**src/rtl/lsa_pkg.sv**
```systemverilog
// Shared types, widths and constants of the latency statistics accumulator.
`default_nettype none
package lsa_pkg;

	localparam int LATENCY_BITS = 32;
	localparam int COUNT_BITS   = 32;

	localparam int TIME_BITS    = 63;
	localparam int SUM_BITS     = 64;
	localparam int MUL_BITS     = 32;
	localparam int PROD_BITS    = 2 * MUL_BITS;
	localparam int DQ_BITS      = 2 * SUM_BITS;
	localparam int ROOT_BITS    = SUM_BITS / 2;
	// root remainder stays below 2*root, plus two shifted-in bits
	localparam int CSU_BITS     = ROOT_BITS + 3;
	localparam int STEP_BITS    = $clog2(DQ_BITS);

	localparam int MEAN_BITS    = 32;
	localparam int STD_BITS     = 32;
	localparam int EXT_BITS     = 31;
	localparam int CNT_OUT_BITS = 32;

	localparam logic [STEP_BITS-1:0] DIV64_LAST  = STEP_BITS'(SUM_BITS - 1);
	localparam logic [STEP_BITS-1:0] DIV128_LAST = STEP_BITS'(DQ_BITS - 1);
	localparam logic [STEP_BITS-1:0] SQRT_LAST   = STEP_BITS'(ROOT_BITS - 1);
	localparam logic [STEP_BITS-1:0] MUL_LO      = STEP_BITS'(1);
	localparam logic [STEP_BITS-1:0] MUL_MID     = STEP_BITS'(2);
	localparam logic [STEP_BITS-1:0] MUL_LAST    = STEP_BITS'(3);

	localparam logic [SUM_BITS-1:0] MEAN_POS_LIM = (SUM_BITS'(1) << (MEAN_BITS - 1)) - 1'b1;
	localparam logic [SUM_BITS-1:0] MEAN_NEG_LIM = SUM_BITS'(1) << (MEAN_BITS - 1);

	typedef enum logic {
		OP_SAMPLE = 1'b0,
		OP_REPORT = 1'b1
	} op_t;

	typedef enum logic [3:0] {
		ST_IDLE,
		ST_DIFF,
		ST_SQ_MUL,
		ST_SQ_ACC,
		ST_ABS,
		ST_DIV_M,
		ST_MEAN,
		ST_MUL,
		ST_DIV_T,
		ST_SUB,
		ST_DIV_V,
		ST_ROOT_LD,
		ST_SQRT,
		ST_FIN
	} st_t;

	typedef struct packed {
		logic                ge;
		logic [CSU_BITS-1:0] diff;
	} csu_res_t;

endpackage
`default_nettype wire

```
**src/rtl/lsa_mul.sv**
```systemverilog
// Registered 32x32 unsigned multiplier shared by the sample and report paths.
`default_nettype none
module lsa_mul (
	input  logic                          clk,
	input  logic [lsa_pkg::MUL_BITS-1:0]  a,
	input  logic [lsa_pkg::MUL_BITS-1:0]  b,
	output logic [lsa_pkg::PROD_BITS-1:0] prod_q
);
	import lsa_pkg::*;

	always_ff @(posedge clk) begin
		prod_q <= PROD_BITS'(a) * PROD_BITS'(b);
	end
endmodule
`default_nettype wire

```
**config.mk**
```make
export PLATFORM = sky130hd
export DESIGN_NAME = lsa_mul
export DESIGN_NICKNAME = d
export VERILOG_FILES = /design/src/rtl/lsa_pkg.sv /design/src/rtl/lsa_mul.sv
export SDC_FILE = /design/constraint.sdc
export NUM_CORES = 2
export LEC_CHECK = 0
export ABC_CLOCK_PERIOD_IN_PS = 7700
export BUFFER_PORTS_ARGS = -buffer_cell sky130_fd_sc_hd__buf_2
export CORE_ASPECT_RATIO = 1.1
export CORE_MARGIN = 4
export CORE_UTILIZATION = 45
export CTS_CLUSTER_DIAMETER = 80
export CTS_CLUSTER_SIZE = 40
export DETAILED_ROUTE_END_ITERATION = 10
export HOLD_SLACK_MARGIN = 0.03
export PLACE_DENSITY = 0.64
export SETUP_SLACK_MARGIN = 0.15
export SYNTH_ARGS = -nofsm -noshare
export SYNTH_HDL_FRONTEND = slang
export SYNTH_SLANG_ARGS = --single-unit
export TNS_END_PERCENT = 100
```
**constraint.sdc**
```tcl
create_clock -name clk -period 7.7 [get_ports clk]
set_clock_uncertainty 0.1 [all_clocks]
set_input_delay 0.77 -clock clk [delete_from_list [all_inputs] [get_ports clk]]
set_output_delay 0.77 -clock clk [all_outputs]
set_load 0.03 [all_outputs]
```
==> flow_summary.toml <==
[status]
status = "completed"

[layout]
largest_reg_flops = 64
finalInstanceArea_mm2 = 0.03946
layout_commonest_cell = "fa_1"
design.final.nets = 5216
largest_registers = "prod_q (64)"
share_of_layout_cells_above_drive_strength_1 = 0.1406
layout.core_utilization = 0.5174
multi_input_area_mm2 = 0.02965
filler_cell_count = 7051
area_taken_by_flip_flops_and_latches_mm2 = 0.001281
final_cell_mix = "874 x fa_1, 853 x inv_1, 591 x and2_1, 479 x nand2_1, 305 x buf_4"
largest-register = "prod_q"
area_growth_pct = 13.79

[clocking]
tritoncts_num_sinks = 64
numCtsBuffers = 9
cts-hold-fix-buffers = 0
path_clk_slew_ns = 0.06
cts-root-to-sink-buffers = 2
tritoncts_clock_tree = "yes"
cts_htree_levels = 3
root_buffer_master = "clkbuf_16"

[global_route]
overflow_left_after_global_routing = 0
grt_use_total = 0.2347
global_route.usage.met3 = 0.02506
grt.busiest_layer = "met2"
first_global_vias = 27824
grt_max_degree = 33
antenna_violations_before_repair = 1
grt_util_met2 = 0.4359
use_met1 = 0.2788
grt_pass1_wl_um = 150100

[sta]
final_period_minus_worst_setup_slack_ns = 7.502
fmax_mhz = 133.3
slew_violations = 0
layout_worst_path_cycle_share = 0.9743
rsz0062_at_grt = "true"
tightestPinTransition_ns = 0.6446
hold_viol_final = 0
slew-limit-headroom = 0.5672
setup_viol_count_final = 0

[routing]
route.final.wire_length_um = 92960
dr.first_iter.drc_count = 1363
firstDrtPassIters = 5
antenna_left = 0
drt_drc_violations_left = 0
num_vias = 25410
avgViaCountPerCell = 5.058
route.detailed.wl_per_inst_um = 18.50

[synth]
post_synth_num_cell_types = 57
synthesis.yosys.warnings = 0
synth_async_sr_flop_share = 0
ys_seq_elements = 64
synth.yosys.seq_area_share = 0.03695
synth_ff_type = "dfxtp_1"
synth_fp_nets = 4972
syn-instance-count = 3748
syn_avg_cell_area_um2 = 9.252
syn-cell-area_mm2 = 0.03468
synth_edf_count = 0

[floorplanning]
fp.dieW_um = 272.7
num_io_pins = 129
dieArea_mm2 = 0.08157
core_region_area_mm2 = 0.07626
core_rows = 106
die_h_um = 299.1
initial_util = 0.4547

[worst_setup_path]
setup.worst_path.end_class = "flop"
startpoint = "a[6]"
setup.worst_path.class = "primary input to flop"
worst_ep_arrival_ns = 7.68
worstSetupEndpoint = "prod_q[62]"
startpoint_type = "primary input"
critical_path_required_ns = 7.87
critical_path.max_fanout = 6

[run]
cap_violations = 0

[placement]
port-buffer-count = 128
place.detailed.hpwl_um = 81990
final_wtd_congestion = 0.8911
place_area_mm2 = 0.03835

[worst_hold_path]
min_delay_path_class = "primary input to flop"
-- worst min-delay path by stage --
stage	from	to	slack [ns]	cells past startpoint
after detailed placement	prod_q[0]	prod_q[0]	1.10	1
after global placement	prod_q[0]	prod_q[0]	1.11	1
after CTS	b[0]	prod_q[0]	1.00	3
after global routing	b[0]	prod_q[0]	1.03	3
final	b[0]	prod_q[0]	1.02	3
after floorplan	b[0]	prod_q[0]	0.80	1
-- per-layer routing --
metal  part of all wire  wire length [um]
met5                  0                 0
met4              0.048              4493
met3              0.042              3923
met2               0.54             50540
met1               0.37             34010
-- final cells by class --
| type | count | share of cell area |
|---|---|---|
| Tap cell | 1026 | 0.03254 |
| Multi-Input combinational cell | 2599 | 0.7515 |
| Timing Repair Buffer | 453 | 0.09291 |
| Clock buffer | 11 | 0.006152 |
| Antenna cell | 1 | 0.00006342 |
| Clock inverter | 5 | 0.002029 |
| Inverter | 865 | 0.08229 |
| Sequential cell | 64 | 0.03247 |
-- cells in the mapped netlist, types with 2 or more instances --
master,count,area (um^2)
clkbuf_1,213,799.5
nor2b_1,2,12.51
or2_2,3,18.77
a311oi_1,2,17.52
or4_1,3,22.52
nand3_1,10,50.05
a221o_1,4,40.04
nor2_1,20,75.07
ha_1,263,3291
a21boi_1,3,22.52
nand4_1,23,143.9
o211ai_1,2,15.01
and2_1,602,3766
o31ai_4,3,63.81
o221a_2,2,22.52
o21ai_1,5,25.02
a21o_1,40,300.3
a21oi_1,63,315.3
a211oi_1,3,22.52
o21bai_1,10,75.07
o21ai_0,21,105.1
xor2_1,25,219.0
or3_1,3,18.77
and3b_1,2,17.52
xnor2_1,35,306.5
nor3_1,7,35.03
fa_1,896,17940
o31ai_1,2,15.01
and3_1,14,87.58
and4_1,3,26.28
a221oi_4,3,78.83
buf_2,6,30.03
nand2_1,480,1802
a31oi_1,12,75.07
o21a_1,9,67.56
inv_1,865,3247
a21oi_2,3,26.28
dfxtp_1,64,1281
nand2b_1,2,12.51
o221ai_1,3,26.28
-- critical path, stage by stage --
cell	delay, ns
buf_4	0.16
buf_12	0.14
buf_4	0.14
and2_1	0.15
fa_1	0.57
fa_1	0.44
fa_1	0.49
fa_1	0.50
fa_1	0.58
fa_1	0.44
fa_1	0.59
inv_1	0.07
fa_1	0.48
inv_1	0.05
ha_1	0.28
nand2_1	0.09
or4_4	0.49
or3_4	0.37
a31oi_4	0.19
buf_6	0.14
a31o_4	0.15
a211oi_2	0.07
o21ai_1	0.16
xor2_1	0.16
-- logic make-up (layout without fill, tap and decap cells) --
logic type,after synthesis,count (layout),share of synthesized area
other cells,0,1,0
buf+inv,1085,1334,0.1177
simple gates,1177,1177,0.1762
mux,1,1,0.0002887
compound gates,202,202,0.04153
flops,64,64,0.03695
fa+ha+maj,1159,1159,0.6122
xor+xnor,60,60,0.01515
-- stage by stage --
step	TNS, ns	hold WS, ns	setup slack (ns)	std cells
CTS	0	1.001	0.1242	5014
global route	-0.02002	1.028	-0.02002	5023
global placement	-3.659	1.106	-0.2722	4998
finish	0	1.025	0.1981	5024
floorplan	0	0.7973	0.1452	3748
detailed placement	-4.511	1.105	-0.3516	4998
-- repair_timing --
| item | 4_1_cts | 5_1_grt |
|---|---|---|
| endpoints found under the setup margin | 12 | 21 |
| resized for setup | 23 | 186 |
| pin swaps | 6 | 77 |
| buffers inserted | 0 | 7 |
| gates cloned | 0 | 2 |
Power is left out: the tool's default activity adds up to more than one toggle a clock period on the data nets, which glitch-free logic cannot reach.
