### config.mk
export PLATFORM = sky130hd
export DESIGN_NAME = lsa_csu
export DESIGN_NICKNAME = d
export VERILOG_FILES = /design/src/rtl/lsa_pkg.sv /design/src/rtl/lsa_csu.sv
export SDC_FILE = /design/constraint.sdc
export NUM_CORES = 1
export LEC_CHECK = 0
export BUFFER_PORTS_ARGS = -buffer_cell sky130_fd_sc_hd__buf_2
export CAP_MARGIN = 20
export CELL_PAD_IN_SITES_DETAIL_PLACEMENT = 0
export CELL_PAD_IN_SITES_GLOBAL_PLACEMENT = 2
export CORE_MARGIN = 5
export CORE_UTILIZATION = 22
export DETAILED_ROUTE_END_ITERATION = 7
export PLACE_DENSITY_LB_ADDON = 0.05
export SLEW_MARGIN = 20
export SYNTH_ARGS = -nofsm -noshare
export SYNTH_HDL_FRONTEND = slang
export SYNTH_SLANG_ARGS = --single-unit
export TNS_END_PERCENT = 30
### constraint.sdc
create_clock -name vclk -period 2.6
set_clock_uncertainty 0.2 [all_clocks]
set_input_delay 0.26 -clock vclk [all_inputs]
set_output_delay 0.26 -clock vclk [all_outputs]
set_load 0.05 [all_outputs]
### src/rtl/lsa_pkg.sv
// Shared types, widths and constants of the latency statistics accumulator.
`default_nettype none
package lsa_pkg;

	localparam int LATENCY_BITS = 32;
	localparam int COUNT_BITS   = 32;

	localparam int TIME_BITS    = 63;
	localparam int SUM_BITS     = 64;
	localparam int MUL_BITS     = 32;
	localparam int PROD_BITS    = 2 * MUL_BITS;
	localparam int DQ_BITS      = 2 * SUM_BITS;
	localparam int ROOT_BITS    = SUM_BITS / 2;
	// root remainder stays below 2*root, plus two shifted-in bits
	localparam int CSU_BITS     = ROOT_BITS + 3;
	localparam int STEP_BITS    = $clog2(DQ_BITS);

	localparam int MEAN_BITS    = 32;
	localparam int STD_BITS     = 32;
	localparam int EXT_BITS     = 31;
	localparam int CNT_OUT_BITS = 32;

	localparam logic [STEP_BITS-1:0] DIV64_LAST  = STEP_BITS'(SUM_BITS - 1);
	localparam logic [STEP_BITS-1:0] DIV128_LAST = STEP_BITS'(DQ_BITS - 1);
	localparam logic [STEP_BITS-1:0] SQRT_LAST   = STEP_BITS'(ROOT_BITS - 1);
	localparam logic [STEP_BITS-1:0] MUL_LO      = STEP_BITS'(1);
	localparam logic [STEP_BITS-1:0] MUL_MID     = STEP_BITS'(2);
	localparam logic [STEP_BITS-1:0] MUL_LAST    = STEP_BITS'(3);

	localparam logic [SUM_BITS-1:0] MEAN_POS_LIM = (SUM_BITS'(1) << (MEAN_BITS - 1)) - 1'b1;
	localparam logic [SUM_BITS-1:0] MEAN_NEG_LIM = SUM_BITS'(1) << (MEAN_BITS - 1);

	typedef enum logic {
		OP_SAMPLE = 1'b0,
		OP_REPORT = 1'b1
	} op_t;

	typedef enum logic [3:0] {
		ST_IDLE,
		ST_DIFF,
		ST_SQ_MUL,
		ST_SQ_ACC,
		ST_ABS,
		ST_DIV_M,
		ST_MEAN,
		ST_MUL,
		ST_DIV_T,
		ST_SUB,
		ST_DIV_V,
		ST_ROOT_LD,
		ST_SQRT,
		ST_FIN
	} st_t;

	typedef struct packed {
		logic                ge;
		logic [CSU_BITS-1:0] diff;
	} csu_res_t;

endpackage
`default_nettype wire

### src/rtl/lsa_csu.sv
// Shared compare-subtract unit for the divide and square-root steps.
`default_nettype none
module lsa_csu (
	input  logic [lsa_pkg::CSU_BITS-1:0] cand,
	input  logic [lsa_pkg::CSU_BITS-1:0] operand,
	output lsa_pkg::csu_res_t            res
);
	import lsa_pkg::*;

	logic [CSU_BITS:0] wide;

	assign wide     = {1'b0, cand} - {1'b0, operand};
	assign res.ge   = ~wide[CSU_BITS];
	assign res.diff = wide[CSU_BITS-1:0];
endmodule
`default_nettype wire

==> flow_summary.json, run 1 <==
{
  "outcome": "complete, but fails checks",
  "violations": "negative setup slack",
  "routedWlPerCell_um": 12.77,
  "drt_pass1_iterations": 4,
  "path_cells": "buf_8, clkinv_8, ha_4, fa_2, nor2b_4, o2111ai_4, a21oi_4, o211a_1, o21a_1, a21bo_4, buf_6, a211oi_4, buf_6",
  "finalHoldViolCount": 0,
  "fin_hold_ws_ns": 0.7285,
  "fmax_mhz": 352.4,
  "critical_path.max_fanout": 3,
  "seq_area_frac_synth_pct": 0,
  "synth_fp_nets": 436,
  "hold_path_class": "input pin to output pin",
  "p_leak_nw": 2.239,
  "nFillCells": 1027,
  "crit_type": "input pin to output pin",
  "portBuffers": 106,
  "netlist_area_um2": 2193,
  "seq_cell_count": 0,
  "rsz0062_at_grt": "true",
  "multiInputGateArea_um2": 2699,
  "slowest_delay_ns": 0.25,
  "viasPerCell": 4.563,
  "antennaDiodeCount": 0,
  "grt_pass1_vias": 2981,
  "antenna_found_initial": 0,
  "seqCellArea_um2": 0,
  "synth_area_per_cell_um2": 6.647,
  "cpMaxStageDelayCell": "a21bo_4",
  "cp_common_cell": "buf_6",
  "io_pins": 106,
  "hpwlAfterDp_mm": 7.257,
  "ys.warnings.count": 0,
  "routed_wirelength_mm": 8.416,
  "dieArea_um2": 12070,
  "core-area_um2": 9729,
  "grt_first_pass_wirelength_mm": 13.28,
  "finalInstanceArea_um2": 4543,
  "crit_required_ns": 2.14,
  "netlist_instances": 330,
  "tns_ns": -2.242,
  "final_util_pct": 46.70,
  "drc": 0,
  "die_h_um": 109.9,
  "setup_viol_count_final": 16,
  "grt_max_degree": 9,
  "peakVddDrop_mv": 0.2103,
  "hold_buffers": 0,
  "cp_data_arrival_time_ns": 2.38,
  "place_area_um2": 3747,
  "gp_congestion": 0.7721,
  "final_nets": 634,
  "tightest_slew_ns": 0.4132,
  "fp.dieW_um": 109.9,
  "relSlewSlack_pct": 72.22,
  "num_rows": 36,
  "area_growth_pct": 107.1,
  "layout-drive-gt1-share_pct": 56.84,
  "finalCriticalPeriod_ns": 2.838,
  "synth_cell_type_count": 52,
  "cp-end-kind": "output pin",
  "initial_core_util_pct": 22.54,
  "vias": 3007,
  "overflow": 0,
  "slew_viol_final": 0,
  "drt_iter0_markers": 82,
  "p_per_area_nw_per_um2": 381.7,
  "nClkBuffers": 0,
  "globalRouteTotalUtil_pct": 13.01,
  "maxCapViolCount": 0,
  "postRouteAntennaNets": 0,
  "total_power_mw": 1.734,
  "layout_setup_ws_ns": -0.2378,
  "start_kind": "input pin",
  "fin_crit_sh_pct": 109.1
}
-- layout make-up --
type	instances	area share, %
Inverter	44	4.021
Multi-Input combinational cell	277	59.41
Tap cell	133	3.663
Timing Repair Buffer	205	32.91
-- path summary, 6_finish.rpt --
path                        from  cells after the start  slack, ns       to
worst max-delay path     cand[0]                     13      -0.24  res[34]
worst min-delay path  operand[0]                      4       0.73   res[0]
-- through the flow --
stage	instances	worst slack (ns)
after detailed placement	645	-0.4910
after global placement	645	-0.4747
after floorplan	330	-0.2500
final	659	-0.2378
after CTS	649	-0.2739
after global routing	659	-0.3713
-- power by group --
group | total, mW | switching (mW) | internal, mW
clock network | 0 | 0 | 0
registers | 0 | 0 | 0
logic | 1.73 | 1.01 | 0.728
total | 1.73 | 1.01 | 0.728
-- cell usage after synthesis (3+ instances only) --
cell type / n / area share [%]
o21ai_1: 3 / 0.68
nand3_1: 7 / 1.6
nor3_1: 3 / 0.68
o2111ai_1: 3 / 1.2
a21o_1: 20 / 6.8
clkbuf_1: 7 / 1.2
nand2b_1: 5 / 1.4
nand2_1: 33 / 5.6
nand4_1: 7 / 2.0
o21ai_0: 17 / 3.9
a31oi_1: 6 / 1.7
inv_1: 44 / 7.5
o31ai_1: 3 / 1.0
xor2_1: 12 / 4.8
nor2b_1: 5 / 1.4
ha_1: 35 / 20
xnor2_1: 16 / 6.4
o21a_1: 6 / 2.1
a21oi_1: 36 / 8.2
and2_1: 4 / 1.1
nor2_1: 20 / 3.4
-- placed cells by master (no fill, tap or decap), types with 4 or more instances in the layout --
cell type	instances
o21a_1	6
ha_4	13
nand4_1	7
ha_1	20
buf_6	29
nand2_1	28
nand2b_1	4
o21ai_1	5
a31oi_1	5
a21oi_1	22
o21ai_0	11
buf_2	75
a21oi_2	12
xor2_1	7
buf_4	97
inv_1	38
xnor2_1	10
o21ai_4	4
a21o_1	20
nor2_1	16
-- per-layer routing --
metal	GRT usage, %	vias up	part of all wire (%)
li1	-	1565	-
met1	17.86	1369	47
met2	23.40	69	48
met3	0.8808	4	5.1
met4	0.3562	0	0.34
met5	0	-	0
-- kinds of logic (layout without fill, tap and decap cells) --
kind of cell	Yosys count	count (layout)	synth area share [%]
multiplexers	1	1	0.4564
XOR/XNOR	28	28	11.18
AND/OR/NAND/NOR	92	92	20.25
adder cells (fa/ha/maj)	36	36	20.88
buffers and inverters	53	249	9.185
AO/OA/AOI/OAI	120	120	38.05
-- worst max-delay path: cells and delay by family --
kind	cells	cell delay [ns]
buffers and inverters	4	0.44
AO/OA/AOI/OAI	6	1.27
adder cells (fa/ha/maj)	2	0.35
AND/OR/NAND/NOR	1	0.05
-- what timing repair did --
| action | in CTS | in global routing |
|---|---|---|
| pin swaps | 26 | 30 |
| resized for setup | 66 | 86 |
| endpoints found under the setup margin | 25 | 27 |
| setup buffers | 4 | 11 |
| endpoints found under the hold margin | 0 | 0 |
No activity file was read; power rests on OpenSTA's default activity.
==> run 2, diff against run 1 <==
--- a/config.mk
+++ b/config.mk
@@ -10,7 +10,7 @@
 export CELL_PAD_IN_SITES_DETAIL_PLACEMENT = 0
 export CELL_PAD_IN_SITES_GLOBAL_PLACEMENT = 2
 export CORE_MARGIN = 5
-export CORE_UTILIZATION = 22
+export CORE_UTILIZATION = 25
 export DETAILED_ROUTE_END_ITERATION = 7
 export PLACE_DENSITY_LB_ADDON = 0.05
 export SLEW_MARGIN = 20
==> constraint.sdc (replaced) <==
create_clock -name vclk -period 2.7
set_clock_uncertainty 0.2 [all_clocks]
set_input_delay 0.27 -clock vclk [all_inputs]
set_output_delay 0.27 -clock vclk [all_outputs]
set_load 0.05 [all_outputs]
==> flow_summary.json, run 2 (synthesized netlist as in run 1, its figures left out) <==
{
  "grt_first_pass_wirelength_mm": 13.03,
  "final_common_cell": "buf_4",
  "path_cells": "buf_6, inv_4, ha_4, fa_2, nor2b_4, o2111ai_4, a21oi_4, buf_6, o21ai_4, o21ai_4, a31oi_4, xnor2_4, buf_6",
  "cp-end-kind": "output pin",
  "grtUsageMet1_pct": 18.67,
  "num_rows": 34,
  "crit_required_ns": 2.23,
  "hp-start": "operand[0]",
  "gp_congestion": 0.7978,
  "finalCriticalPeriod_ns": 2.829,
  "routed_wirelength_mm": 7.823,
  "drc": 0,
  "relSlewSlack_pct": 72.45,
  "final_nets": 616,
  "antennaDiodeCount": 0,
  "vias": 2870,
  "critical_path.max_fanout": 3,
  "rsz0062_at_grt": "true",
  "whs_path_depth": 4,
  "seq_cell_count": 0,
  "core-area_um2": 8636,
  "drt_pass1_iterations": 4,
  "p_int_uw": 615.4,
  "p_leak_nw": 2.086,
  "cpMaxStageDelayCell": "fa_2",
  "total_power_mw": 1.532,
  "drt_iter0_markers": 77,
  "p_per_area_nw_per_um2": 375.2,
  "layout_setup_ws_ns": -0.1288,
  "slowest_delay_ns": 0.39,
  "fmax_mhz": 353.5,
  "overflow": 0,
  "maxCapViolCount": 0,
  "fp.dieW_um": 103.7,
  "die_h_um": 103.7,
  "p_sw_share_pct": 59.83,
  "hpwlAfterDp_mm": 6.751,
  "nClkBuffers": 0,
  "globalRouteTotalUtil_pct": 13.40,
  "cp_data_arrival_time_ns": 2.36,
  "seqCellArea_um2": 0,
  "violations": "negative setup slack",
  "portBuffers": 106,
  "outcome": "complete, but fails checks",
  "layout_common_cells": "89 x buf_4, 81 x buf_2, 42 x inv_1, 30 x nand2_1, 25 x ha_1",
  "start_kind": "input pin",
  "switching_power_uw": 916.7,
  "cp_common_cell": "buf_6",
  "io_pins": 106,
  "routedWlPerCell_um": 12.70,
  "finalHoldViolCount": 0,
  "postRouteAntennaNets": 0,
  "grt_pass1_vias": 2897,
  "grt_max_degree": 10,
  "slew_viol_final": 0,
  "peakVddDrop_mv": 0.2228,
  "grt_util_met3_pct": 1.244,
  "initial_core_util_pct": 25.40,
  "min_to": "res[0]",
  "setup_viol_count_final": 15,
  "gr-usage-met2_pct": 23.50,
  "p_clk_share_pct": 0,
  "power_frac_comb_pct": 100.0,
  "grt-busiest-layer": "met2",
  "antenna_found_initial": 0,
  "viasPerCell": 4.659,
  "p_seq_share_pct": 0,
  "dieArea_um2": 10750,
  "area_growth_pct": 86.20,
  "fin_crit_sh_pct": 104.8,
  "crit_type": "input pin to output pin",
  "hold_path_class": "input pin to output pin",
  "layout-drive-gt1-share_pct": 50.79,
  "final_util_pct": 47.29,
  "fin_hold_ws_ns": 0.7455,
  "tightest_slew_ns": 0.4097,
  "hold_buffers": 0
}
-- run 2: cell types whose count changed in the layout (fill, tap and decap cells not counted), sizes merged --
cell and delta:
clkinv -1, buf -19, inv +1, clkbuf +1
-- run 2: power groups by stage --
stage | Combinational [mW] | Sequential [mW] | Clock, mW
2_1_floorplan | 0.943 | 0 | 0
3_5_place_dp | 1.36 | 0 | 0
3_3_place_gp | 1.36 | 0 | 0
5_1_grt | 1.65 | 0 | 0
6_report | 1.53 | 0 | 0
4_1_cts | 1.45 | 0 | 0
-- run 2: stage by stage --
step	std cells	area [µm²]	TNS (ns)	setup WS, ns
floorplan	330	2365	-1.085	-0.1711
global placement	612	3572	-4.050	-0.3719
detailed placement	612	3572	-4.180	-0.3866
CTS	615	3824	-2.195	-0.1934
global route	616	4084	-2.707	-0.2105
finish	616	4084	-0.9721	-0.1288
-- run 2: worst max-delay path: cells and delay by family --
kind,cells,cell delay (ns)
and+or+nand+nor,1,0.16
adders and majority gates,2,0.54
xor gates and xnor gates,1,0.19
buffers and inverters,4,0.40
AOI/OAI and AO/OA,5,0.79
-- run 2: routing by layer --
metal  part of all wire [%]  routed length, µm  vias to the layer above
li1                       -                  -                     1538
met1                     47               3673                     1279
met2                     49               3842                       53
met3                    3.9                308                        0
met4                      0                  0                        0
met5                      0                  0                        -
-- run 2: layout make-up --
cell class / instances / area, µm²
timing repair buffer: 187 / 1261
inverter: 44 / 167.7
multi-input combinational: 277 / 2520
fill: 906 / 4552
tap: 108 / 135.1
-- run 2: worst max-delay path by stage --
stage / startpoint / to / slack (ns) / cells past startpoint
floorplan: cand[0] / res[10] / -0.17 / 8
global placement: cand[14] / res[33] / -0.37 / 11
detailed placement: cand[14] / res[33] / -0.39 / 11
CTS: cand[0] / res[34] / -0.19 / 12
global route: cand[0] / res[32] / -0.21 / 13
finish: cand[0] / res[32] / -0.13 / 13
-- run 2: what timing repair did --
| item | 4_1_cts | 5_1_grt |
|---|---|---|
| gates resized for setup | 46 | 71 |
| cloned | 0 | 0 |
| setup buffers | 3 | 2 |
| endpoints found under the setup margin | 20 | 24 |
| pin swaps | 18 | 21 |
==> run 3, diff against run 2 <==
--- a/config.mk
+++ b/config.mk
@@ -10,10 +10,11 @@
 export CELL_PAD_IN_SITES_DETAIL_PLACEMENT = 0
 export CELL_PAD_IN_SITES_GLOBAL_PLACEMENT = 2
 export CORE_MARGIN = 5
-export CORE_UTILIZATION = 25
+export CORE_UTILIZATION = 27
 export DETAILED_ROUTE_END_ITERATION = 7
 export PLACE_DENSITY_LB_ADDON = 0.05
-export SLEW_MARGIN = 20
+export SETUP_SLACK_MARGIN = 0.05
+export SLEW_MARGIN = 25
 export SYNTH_ARGS = -nofsm -noshare
 export SYNTH_HDL_FRONTEND = slang
 export SYNTH_SLANG_ARGS = --single-unit
==> constraint.sdc (replaced) <==
create_clock -name vclk -period 3.3
set_clock_uncertainty 0.2 [all_clocks]
set_input_delay 0.33 -clock vclk [all_inputs]
set_output_delay 0.33 -clock vclk [all_outputs]
set_load 0.05 [all_outputs]
==> flow_summary.json, run 3 (synthesized netlist as in run 1, its figures left out) <==
{
  "outcome": "finished, final reports clean",
  "peakVddDrop_mv": 0.1701,
  "path_cells": "buf_2, inv_1, ha_1, fa_1, nor2b_2, o2111ai_2, a21oi_4, o211a_1, o21a_1, a21bo_2, xor2_1, buf_4",
  "die_h_um": 100.1,
  "seq_cell_count": 0,
  "slowest_delay_ns": 0.40,
  "setup_viol_count_final": 0,
  "hpwlAfterDp_mm": 6.190,
  "total_power_uw": 954.1,
  "worst-path-buf-inv": 3,
  "postRouteAntennaNets": 0,
  "portBuffers": 106,
  "core-area_um2": 7807,
  "hold_buffers": 0,
  "instances_no_fill": 539,
  "nClkBuffers": 0,
  "fmax_mhz": 319.8,
  "slew_viol_final": 0,
  "grt_pass1_vias": 2577,
  "drt_pass1_iterations": 4,
  "vias": 2577,
  "grt_first_pass_wirelength_mm": 11.47,
  "crit_type": "input pin to output pin",
  "critical_path.max_fanout": 5,
  "final_util_pct": 37.42,
  "dp.cells": 539,
  "cp-end-kind": "output pin",
  "cpMaxStageDelayCell": "fa_1",
  "io_pins": 106,
  "final_nets": 545,
  "num_rows": 32,
  "dieArea_um2": 10030,
  "maxCapViolCount": 0,
  "drc": 0,
  "overflow": 0,
  "crit_family": "compound AO/OA/AOI/OAI gates",
  "tightest_slew_ns": 0.3838,
  "antennaDiodeCount": 0,
  "p_leak_nw": 1.612,
  "cts_setup_buffers": 0,
  "seqCellArea_um2": 0,
  "finalHoldViolCount": 0,
  "relSlewSlack_pct": 74.41,
  "grt_max_degree": 10,
  "hold_path_class": "input pin to output pin",
  "p_per_area_nw_per_um2": 326.6,
  "globalRouteTotalUtil_pct": 13.16,
  "layout_common_cells": "103 x buf_2, 44 x inv_1, 36 x a21oi_1, 34 x ha_1, 33 x nand2_1",
  "final_common_cell": "buf_2",
  "viasPerCell": 4.781,
  "area_growth_pct": 33.20,
  "tns_ns": 0,
  "rsz0062_at_grt": "true",
  "gp_congestion": 0.7838,
  "fp.dieW_um": 100.1,
  "initial_core_util_pct": 28.09,
  "cp_data_arrival_time_ns": 2.60,
  "routedWlPerCell_um": 12.85,
  "fin_hold_ws_ns": 0.8740,
  "finalCriticalPeriod_ns": 3.127,
  "antenna_found_initial": 0,
  "layout-drive-gt1-share_pct": 30.43,
  "fin_crit_sh_pct": 94.75,
  "routed_wirelength_mm": 6.925,
  "crit_required_ns": 2.77,
  "start_kind": "input pin",
  "drt_iter0_markers": 77
}
[run 3: changes by cell type in the layout (fill, tap and decap cells not counted), moves of 5 or more]
cell / change
buf_6: -16
buf_4: -77
ha_4: -9
ha_1: +9
buf_2: +22
a21oi_1: +12
a21oi_2: -11
xnor2_1: +5
[run 3: final cells by class]
cell class	count	area [µm²]
Fill cell	899	4886
Inverter	44	165.2
Multi-Input combinational cell	277	2016
Tap cell	102	127.6
Timing Repair Buffer	116	613.1
[run 3: worst min-delay path, delay by kind of cell]
family | cells | cell delay, ns
fa+ha+maj | 1 | 0.11
buf+inv | 3 | 0.31
[run 3: power by group]
| group | leakage [nW] | internal, mW | total [mW] | switching, mW |
|---|---|---|---|---|
| logic | 1.61 | 0.297 | 0.954 | 0.657 |
| clock network | 0 | 0 | 0 | 0 |
| registers | 0 | 0 | 0 | 0 |
[run 3: final timing paths]
| check | from | to | slack (ns) | depth (start not counted) |
|---|---|---|---|---|
| setup / recovery | cand[0] | res[26] | 0.17 | 12 |
| hold / removal | operand[0] | res[0] | 0.87 | 4 |
[run 3: through the flow]
step                      cell area, µm²  setup WS, ns
final                               2922        0.1734
after global routing                2922       0.04329
after CTS                           2898       0.05051
after detailed placement            2895     -0.002980
after global placement              2895       0.04227
after floorplan                     2198      -0.02190
[run 3: per-layer routing]
layer	vias to the layer above	global-route usage, %	share of wire, %
li1	1402	-	-
met1	1102	18.53	48
met2	69	22.68	45
met3	4	1.251	6.3
met4	0	0.8290	0.74
met5	-	0	0
[run 3: what timing repair did]
item,4_1_cts,5_1_grt
pin swaps,1,1
endpoints found under the setup margin,1,6
cloned,0,0
resized for setup,1,7
